## config.mk

```make
export PLATFORM = sky130hd
export DESIGN_NAME = cca_cell
export DESIGN_NICKNAME = d
export VERILOG_FILES = /design/src/rtl/cca_pkg.sv /design/src/rtl/cca_cell.sv
export SDC_FILE = /design/constraint.sdc
export NUM_CORES = 1
export LEC_CHECK = 0
export ABC_AREA = 1
export BUFFER_PORTS_ARGS = -buffer_cell sky130_fd_sc_hd__buf_2
export CAP_MARGIN = 20
export CORE_MARGIN = 3
export CORE_UTILIZATION = 46
export CTS_BUF_LIST = sky130_fd_sc_hd__clkbuf_8
export DETAILED_ROUTE_END_ITERATION = 7
export PLACE_DENSITY = 0.8
export RECOVER_POWER = 50
export SLEW_MARGIN = 20
export SYNTH_ARGS = -nofsm -noshare
export SYNTH_HDL_FRONTEND = slang
export SYNTH_SLANG_ARGS = --single-unit
```

## constraint.sdc

```tcl
create_clock -name clk -period 2.1 [get_ports clk]
set_input_delay 0.42 -clock clk [delete_from_list [all_inputs] [get_ports clk]]
set_output_delay 0.42 -clock clk [all_outputs]
set_load 0.02 [all_outputs]
```

## src/rtl/cca_pkg.sv

```systemverilog
// calendar clock package: word types, cell control struct, calendar constants
// and helper functions. no dependencies; cca_cell and the top level import it.
package cca_pkg;

	localparam logic CMD_TICK = 1'b0;
	localparam logic CMD_LOAD = 1'b1;

	localparam logic [1:0] REG_ALARM_ENABLE = 2'd0;
	localparam logic [1:0] REG_ALARM_HOUR   = 2'd1;
	localparam logic [1:0] REG_ALARM_MINUTE = 2'd2;

	localparam int CFG_DATA_W = 6;

	// reset time: 05:29:00, 26 april 2012
	localparam logic [5:0] RST_SEC   = 6'd0;
	localparam logic [5:0] RST_MIN   = 6'd29;
	localparam logic [4:0] RST_HOUR  = 5'd5;
	localparam logic [4:0] RST_DAY   = 5'd26;
	localparam logic [3:0] RST_MONTH = 4'd4;
	localparam logic [6:0] RST_YY    = 7'd12;
	localparam logic [6:0] RST_CENT  = 7'd20;

	localparam logic [5:0]  SEC_MAX   = 6'd59;
	localparam logic [5:0]  MIN_MAX   = 6'd59;
	localparam logic [4:0]  HOUR_MAX  = 5'd23;
	localparam logic [3:0]  MONTH_MAX = 4'd12;
	localparam logic [6:0]  YY_MAX    = 7'd99;
	localparam logic [6:0]  CENT_MAX  = 7'd99;
	localparam logic [13:0] YEAR_MAX  = 14'd9999;

	// floor(y / 100) = (y * 5243) >> 19 for every y up to 16383
	localparam logic [26:0] CENT_RECIP = 27'd5243;
	localparam int          CENT_SHIFT = 19;

	typedef struct packed {
		logic        command;
		logic [5:0]  load_second;
		logic [5:0]  load_minute;
		logic [4:0]  load_hour;
		logic [4:0]  load_day;
		logic [3:0]  load_month;
		logic [13:0] load_year;
	} in_word_t;

	typedef struct packed {
		logic [5:0]  second;
		logic [5:0]  minute;
		logic [4:0]  hour;
		logic [4:0]  day;
		logic [3:0]  month;
		logic [13:0] year;
		logic        leap_year;
		logic        alarm_match;
		logic        load_error;
	} out_word_t;

	// control handed to each counter cell
	typedef struct packed {
		logic step;
		logic load;
	} cca_ctl_t;

	function automatic logic [4:0] month_len(input logic [3:0] m, input logic leap);
		logic [4:0] len;
		case (m)
			4'd2: len = leap ? 5'd29 : 5'd28;
			4'd4, 4'd6, 4'd9, 4'd11: len = 5'd30;
			default: len = 5'd31;
		endcase
		return len;
	endfunction

	// year = cent * 100 + yy, so year mod 4 equals yy mod 4
	function automatic logic is_leap(input logic [6:0] yy, input logic [6:0] cent);
		return (yy[1:0] == 2'd0) && ((yy != 7'd0) || (cent[1:0] == 2'd0));
	endfunction

endpackage

```

## src/rtl/cca_cell.sv

```systemverilog
// one counter cell of the calendar chain: holds a field, loads it, steps or wraps on
// carry-in and hands its carry to the next cell. depends on cca_pkg.
module cca_cell #(
	parameter int              W           = 6,
	parameter logic [W-1:0]    RESET_VALUE = '0
) (
	input  logic              clk,
	input  logic              arst_n,
	input  cca_pkg::cca_ctl_t ctl,
	input  logic [W-1:0]      load_value,
	input  logic [W-1:0]      limit,
	input  logic [W-1:0]      wrap_value,
	output logic [W-1:0]      value,
	output logic [W-1:0]      next_value,
	output logic              carry
);
	import cca_pkg::*;

	logic [W-1:0] value_q;
	logic         below;

	assign below = value_q < limit;
	assign carry = ctl.step && !ctl.load && !below;
	assign value = value_q;

	always_comb begin
		if (ctl.load) begin
			next_value = load_value;
		end else if (ctl.step) begin
			next_value = below ? value_q + W'(1) : wrap_value;
		end else begin
			next_value = value_q;
		end
	end

	always_ff @(posedge clk or negedge arst_n) begin
		if (!arst_n) begin
			value_q <= RESET_VALUE;
		end else begin
			value_q <= next_value;
		end
	end

endmodule

```

==> results of run 1 <==
[power by group through the flow]
stage	clock, µW	combinational [µW]	sequential (µW)
3_5_place_dp	0	309	145
4_1_cts	177	345	145
6_report	174	388	146
3_3_place_gp	0	302	144
5_1_grt	186	421	148
2_1_floorplan	0	178	169
[area by class of cell]
class	instances	area (µm²)	share of cell area
multi-input combinational	73	502	0.468
timing repair buffer	46	288	0.269
sequential	6	150	0.140
inverter	19	71.3	0.0666
clock buffer	3	41.3	0.0386
tap	15	18.8	0.0175
[cell usage in the layout (no fill, tap or decap), types with 5 or more instances in the layout]
| cell | n |
|---|---|
| a21oi_1 | 6 |
| buf_4 | 15 |
| dfrtp_1 | 6 |
| nand2_2 | 8 |
| nand2_1 | 18 |
| buf_2 | 23 |
| a21oi_2 | 5 |
| nor2_1 | 7 |
| inv_1 | 17 |
| nand3_1 | 11 |
[path summary, 6_finish.rpt]
kind / slack, ns / depth (start not counted) / end
worst max-delay path: -0.09 / 9 / next_value[4]
worst min-delay path: 0.07 / 1 / value[3]
worst max register to register: 0.36 / 10 / value[4]
worst min register to register: 0.77 / 4 / value[0]
max in group asynchronous: 1.79 / 1 / value[0]
min in group clk: 0.44 / 3 / value[0]
[worst max-delay path, delay by kind of cell, from the launching register on]
kind	cells	cell delay [ns]
AND/OR/NAND/NOR	4	0.33
flip-flops	1	0.40
adder cells (fa/ha/maj)	1	0.24
AO/OA/AOI/OAI	2	0.38
buffers and inverters	2	0.20
[cell families (layout without fill, tap and decap cells)]
| family | after synthesis | after routing | synth area share |
|---|---|---|---|
| flip-flops | 6 | 6 | 0.226 |
| adder cells (fa/ha/maj) | 6 | 6 | 0.113 |
| AO/OA/AOI/OAI | 14 | 14 | 0.158 |
| AND/OR/NAND/NOR | 52 | 52 | 0.361 |
| buffers and inverters | 21 | 68 | 0.130 |
| XOR/XNOR | 1 | 1 | 0.0132 |
[metrics by stage]
stage / setup TNS (ns) / util / hold slack (ns) / total power, µW
after floorplan: 0 / - / 0.124 / 348
after global placement: -0.0947 / 0.663 / 0.249 / 446
after detailed placement: -0.369 / 0.663 / 0.249 / 454
after CTS: -0.834 / 0.748 / 0.0125 / 667
after global routing: -0.976 / 0.803 / 0.0720 / 755
final: -0.426 / 0.803 / 0.0656 / 708
[layer usage]
layer / vias up / GRT usage / routed length (µm) / part of all wire
met5: - / 0 / 0 / 0
met4: 0 / 0.0361 / 17 / 0.0078
met3: 2 / 0.0813 / 129 / 0.059
met2: 35 / 0.387 / 1210 / 0.55
met1: 369 / 0.254 / 826 / 0.38
li1: 411 / - / - / -
[what timing repair did]
action / CTS / global route
setup buffers: 4 / 2
gates resized for setup: 11 / 14
endpoints found under the setup margin: 7 / 7
pin swaps: 4 / 11
==> summary.txt, run 1 <==
Synth
  • Synth Instances: 100
  • Most frequent cell after synthesis: nand2_1
  • Post-synthesis cell type count: 19
  • Leading area contributor after synthesis: dfrtp_1
  • Ys Warns: 0
  • Ys flop type: dfrtp_1
  • Asr flop ratio synth: 1.00
  • Post-Syn Area: 666 µm²
  • Synth Register Bits: 6
  • Most frequent cells after synthesis: 24 x nand2_1, 17 x inv_1, 12 x nand3_1, 8 x nor2_1
  • Synthesized net count: around 130
  • EDFF count, synth: 0
  • Avg Inst Size Synth: ~6.7 µm²
  • Yosys top cell area share: 0.226
  • Top cells by area, synth: dfrtp_1 23%, nand2_1 14%, ha_1 11%
  • Sequential element share of the synthesized area: 0.226

Setup path
  • CP max stage cell: dfrtp_1
  • Cells along the critical path: ha_4 -> nand2_4 -> inv_2 -> a21oi_4 -> nand2_4 -> nand2_1 -> nand3_1 -> a21oi_2 -> buf_4
  • Category of the most critical setup path: reg2out
  • Startpoint types: flop
  • Critical Path AT: about 1.8 ns
  • Top cell by count, worst path: nand2_4
  • Max incr delay on CP: roughly 0.40 ns
  • WP data required: 1.68 ns
  • CP startpoint: value[5]
  • RR Startpoint: value[5]
  • Crit-path max FO: 7
  • CP Capture Type: output pin

Global route
  • Initial antenna violation count: 0
  • First-pass GRT wire length: between 3 and 4 mm
  • Grt ovf: 0
  • Vias in the first global route: 739
  • Largest net degree at the start of global routing: 10
  • GRT Total Usage: 0.219

Cells and area
  • Ant diodes: 0
  • Final instance area: roughly 1100 µm²
  • Number of flip-flops in the largest register: 6
  • Area delta synth->final: 60.9%
  • Fillers: between 90 and 100
  • Final net count: around 180
  • Non-Filler Instances: 162
  • Layout cells sized above 1: 0.483

Power and ir drop
  • Psw: 280 µW
  • Net Sw Frac: 0.395
  • Clock Power Share: 0.245
  • Power Density: roughly 660 nW/µm²
  • Combinational share of power: 0.548
  • Leakage: 0.000589 µW
  • Peak VDD IR: 0.000659 V
  • Internal Power: 428 µW
  • Flop pwr share: 0.207

Die
  • Die Area: just under 2000 µm²
  • Core area: 1330 µm²
  • Num rows: 13
  • Die height: between 40 and 50 µm
  • Die extent in x: 44.0 µm
  • Initial Utilization: 0.499
  • # IOs: 35

Drt
  • Post-Route WL: 2.18 mm
  • Residual DRC: 0
  • Post-DR vias/cell: roughly 5.0
  • Final ANT Viol Nets: 0
  • Via count: around 800
  • WL/cell: ~13 µm
  • Router iterations before antenna repair: 4
  • Initial DRC Count: 17

CTS
  • Hold-fix buffer count after cts: 0
  • Clock tree buffer depth: 2
  • Root Buffer: clkbuf_8
  • Total CTS buffers: 3
  • H-tree depth: 1
  • Clock latency on the worst-skew pair: between 0.2 and 0.25 ns
  • CTS clk-pin slew, worst paths: around 0.040 ns
  • CTS tree: built
  • Sink Count: 6

STA
  • Slew Viols, Final: 0
  • Setup WS post-layout: -0.0873 ns
  • Slew headroom: 0.779
  • Hold Vio Cnt, Final: 0
  • Peak Freq: ~460 MHz
  • RSZ-0062 raised after global routing: yes
  • Setup Skew: approximately 0.0034 ns
  • Final setup fails: 6
  • Worst slew pin tran: about 0.33 ns
  • Final period util: 1.04
  • Post-route minimum period: between 2 and 2.5 ns

Run status
  • Failing checks: negative setup slack
  • Status: finished, violations left

Place
  • Dpl cells: around 150
  • Worst slack at placement: -0.0979 ns
  • GP Congestion: 0.835
  • DP HPWL: ~1.5 mm
  • IO buf count: 34
  • Post-DP Area: around 880 µm²

Run
  • Max cap viols: 0

Worst hold path
  • Hold Path Class: in2async
No activity file was read; power rests on OpenSTA's default activity.
==> run 2: changes to the inputs <==
Settings changed: PLACE_DENSITY 0.8 to 0.81.
==> summary.txt, run 2 (synthesis results as in run 1) <==
Cells and area
  • Fillers: 92 (was 95)
  • Number of flip-flops in the largest register: 6 (unchanged)
  • Final net count: 179 (was 177)
  • Layout cells sized above 1: 0.490 (was 0.483)
  • Most frequent cells in the layout: 23 x buf_2, 19 x nand2_1, 17 x inv_1, 17 x buf_4, 9 x nand3_1 (was 23 x buf_2, 18 x nand2_1, 17 x inv_1)
  • Leading cell type in the layout, fill and taps excluded: buf_2 (unchanged)
  • Area delta synth->final: 63.9% (was 60.9%)
  • Area taken by flip-flops and latches: 150 µm² (unchanged)
  • Footprint of the multi-input gates: 507 µm² (was 502 µm²)
  • Ant diodes: 0 (unchanged)

Setup path
  • R2r endpoint: value[3] (was value[4])
  • Reg2reg path depth: 9 (was 10)
  • RR Startpoint: value[5] (unchanged)
  • Category of the most critical setup path: reg2out (unchanged)
  • Critical Path AT: 1.93 ns (was 1.77 ns)
  • CP startpoint: value[5] (unchanged)
  • R2R setup slack: 0.35 ns (was 0.36 ns)
  • Startpoint types: flop (unchanged)
  • WP data required: 1.68 ns (about the same)
  • CP Capture Type: output pin (unchanged)
  • Crit-path max FO: 7 (unchanged)

Drt
  • WL/cell: 15.2 µm (was 13.5 µm)
  • Final ANT Viol Nets: 0 (unchanged)
  • Via count: 869 (was 817)
  • Post-DR vias/cell: 5.30 (was 5.04)
  • Initial DRC Count: 37 (was 17)
  • Residual DRC: 0 (unchanged)
  • Router iterations before antenna repair: 4 (unchanged)
  • Post-Route WL: 2.50 mm (was 2.18 mm)

STA
  • Worst slew pin tran: 0.345 ns (was 0.332 ns)
  • Peak Freq: 426 MHz (was 457 MHz)
  • Hold Vio Cnt, Final: 0 (unchanged)
  • Post-route minimum period: 2.35 ns (was 2.19 ns)
  • RSZ-0062 raised after global routing: yes (unchanged)
  • Setup WS post-layout: -0.250 ns (was -0.0873 ns)
  • Slew headroom: 0.770 (was 0.779)
  • Slew Viols, Final: 0 (unchanged)
  • Final setup fails: 7 (was 6)
  • Setup Skew: 0.00105 ns (was 0.00337 ns)
  • Final period util: 1.12 (was 1.04)

Global route
  • Vias in the first global route: 776 (was 739)
  • First-pass GRT wire length: 3.19 mm (was 3.11 mm)
  • Grt ovf: 0 (unchanged)
  • Initial antenna violation count: 0 (unchanged)
  • Largest net degree at the start of global routing: 10 (unchanged)
  • GRT Total Usage: 0.232 (was 0.219)

Run
  • Max cap viols: 0 (unchanged)

CTS
  • Clock tree buffer depth: 2 (unchanged)
  • CTS clk-pin slew, worst paths: 0.04 ns (about the same)
  • Hold-fix buffer count after cts: 0 (unchanged)
  • Root Buffer: clkbuf_8 (unchanged)
  • Sink Count: 6 (unchanged)
  • CTS tree: built (unchanged)
  • Clock latency on the worst-skew pair: 0.23 ns (was 0.22 ns)
  • Total CTS buffers: 3 (unchanged)
  • H-tree depth: 1 (unchanged)

Place
  • IO buf count: 34 (unchanged)
  • GP Congestion: 0.853 (was 0.835)
  • Worst slack at placement: -0.0932 ns (was -0.0979 ns)
  • DP HPWL: 1.49 mm (was 1.51 mm)

Die
  • Die Area: 1940 µm² (unchanged)
  • Core area: 1330 µm² (unchanged)
  • Die height: 44.0 µm (unchanged)
  • Num rows: 13 (unchanged)
  • Initial Utilization: 0.499 (unchanged)
  • Die extent in x: 44.0 µm (unchanged)
  • # IOs: 35 (unchanged)

Power and ir drop
  • Power Density: 670 nW/µm² (was 661 nW/µm²)
  • Pwr Total: 731 µW (was 708 µW)
  • Leakage: 0.000604 µW (was 0.000589 µW)
  • Peak VDD IR: 0.000594 V (was 0.000659 V)

Run status
  • Failing checks: negative setup slack (unchanged)
  • Status: finished, violations left (unchanged)

Worst hold path
  • Hold Path Class: in2async (unchanged)
[run 2: metal layers]
| layer | vias up | wire length [µm] | global-route usage |
|---|---|---|---|
| met5 | - | 0 | 0 |
| met4 | 0 | 157 | 0.114 |
| met3 | 16 | 175 | 0.0650 |
| met2 | 51 | 1310 | 0.433 |
| met1 | 387 | 852 | 0.231 |
| li1 | 415 | - | - |
[run 2: worst max-delay path, stage by stage, from the launching register on]
cell	delay, ns
dfrtp_1	0.40
ha_4	0.24
nand2_4	0.07
inv_2	0.04
a21oi_4	0.21
nand2_4	0.11
nand2_1	0.09
nand3_1	0.12
a21oi_2	0.25
buf_6	0.15
[run 2: area by class of cell]
type / count / share of cell area
multi-input cells: 73 / 0.464
well taps: 15 / 0.0172
inverters: 19 / 0.0654
flip-flops and latches: 6 / 0.138
repair buffers: 48 / 0.278
clock buffers: 3 / 0.0378
[run 2: repair_timing]
action                                  4_1_cts  5_1_grt
cloned                                        0        0
endpoints found under the setup margin        7        7
pin swaps                                     7        7
buffers inserted                              4        5
gates resized for setup                      13       12
[run 2: how the worst max path moves through the flow]
stage                               end
after floorplan           next_value[1]
after global placement    next_value[1]
after detailed placement  next_value[1]
after CTS                 next_value[1]
after global routing      next_value[3]
final                     next_value[3]
[run 2: through the flow]
step	TNS [ns]	util	hold WS, ns	cells	cell area [µm²]
2_1_floorplan	0	-	0.124	100	666
3_3_place_gp	-0.229	0.658	0.250	152	877
3_5_place_dp	-0.433	0.658	0.251	152	877
4_1_cts	-0.445	0.754	0.0102	159	1010
5_1_grt	-1.31	0.818	0.0751	164	1090
6_report	-0.733	0.818	0.0650	164	1090
[run 2: power breakdown]
part / total, µW / internal, µW / switching (µW)
clock network: 180 / 124 / 56.2
logic: 405 / 179 / 227
registers: 146 / 131 / 14.9
total: 731 / 433 / 298
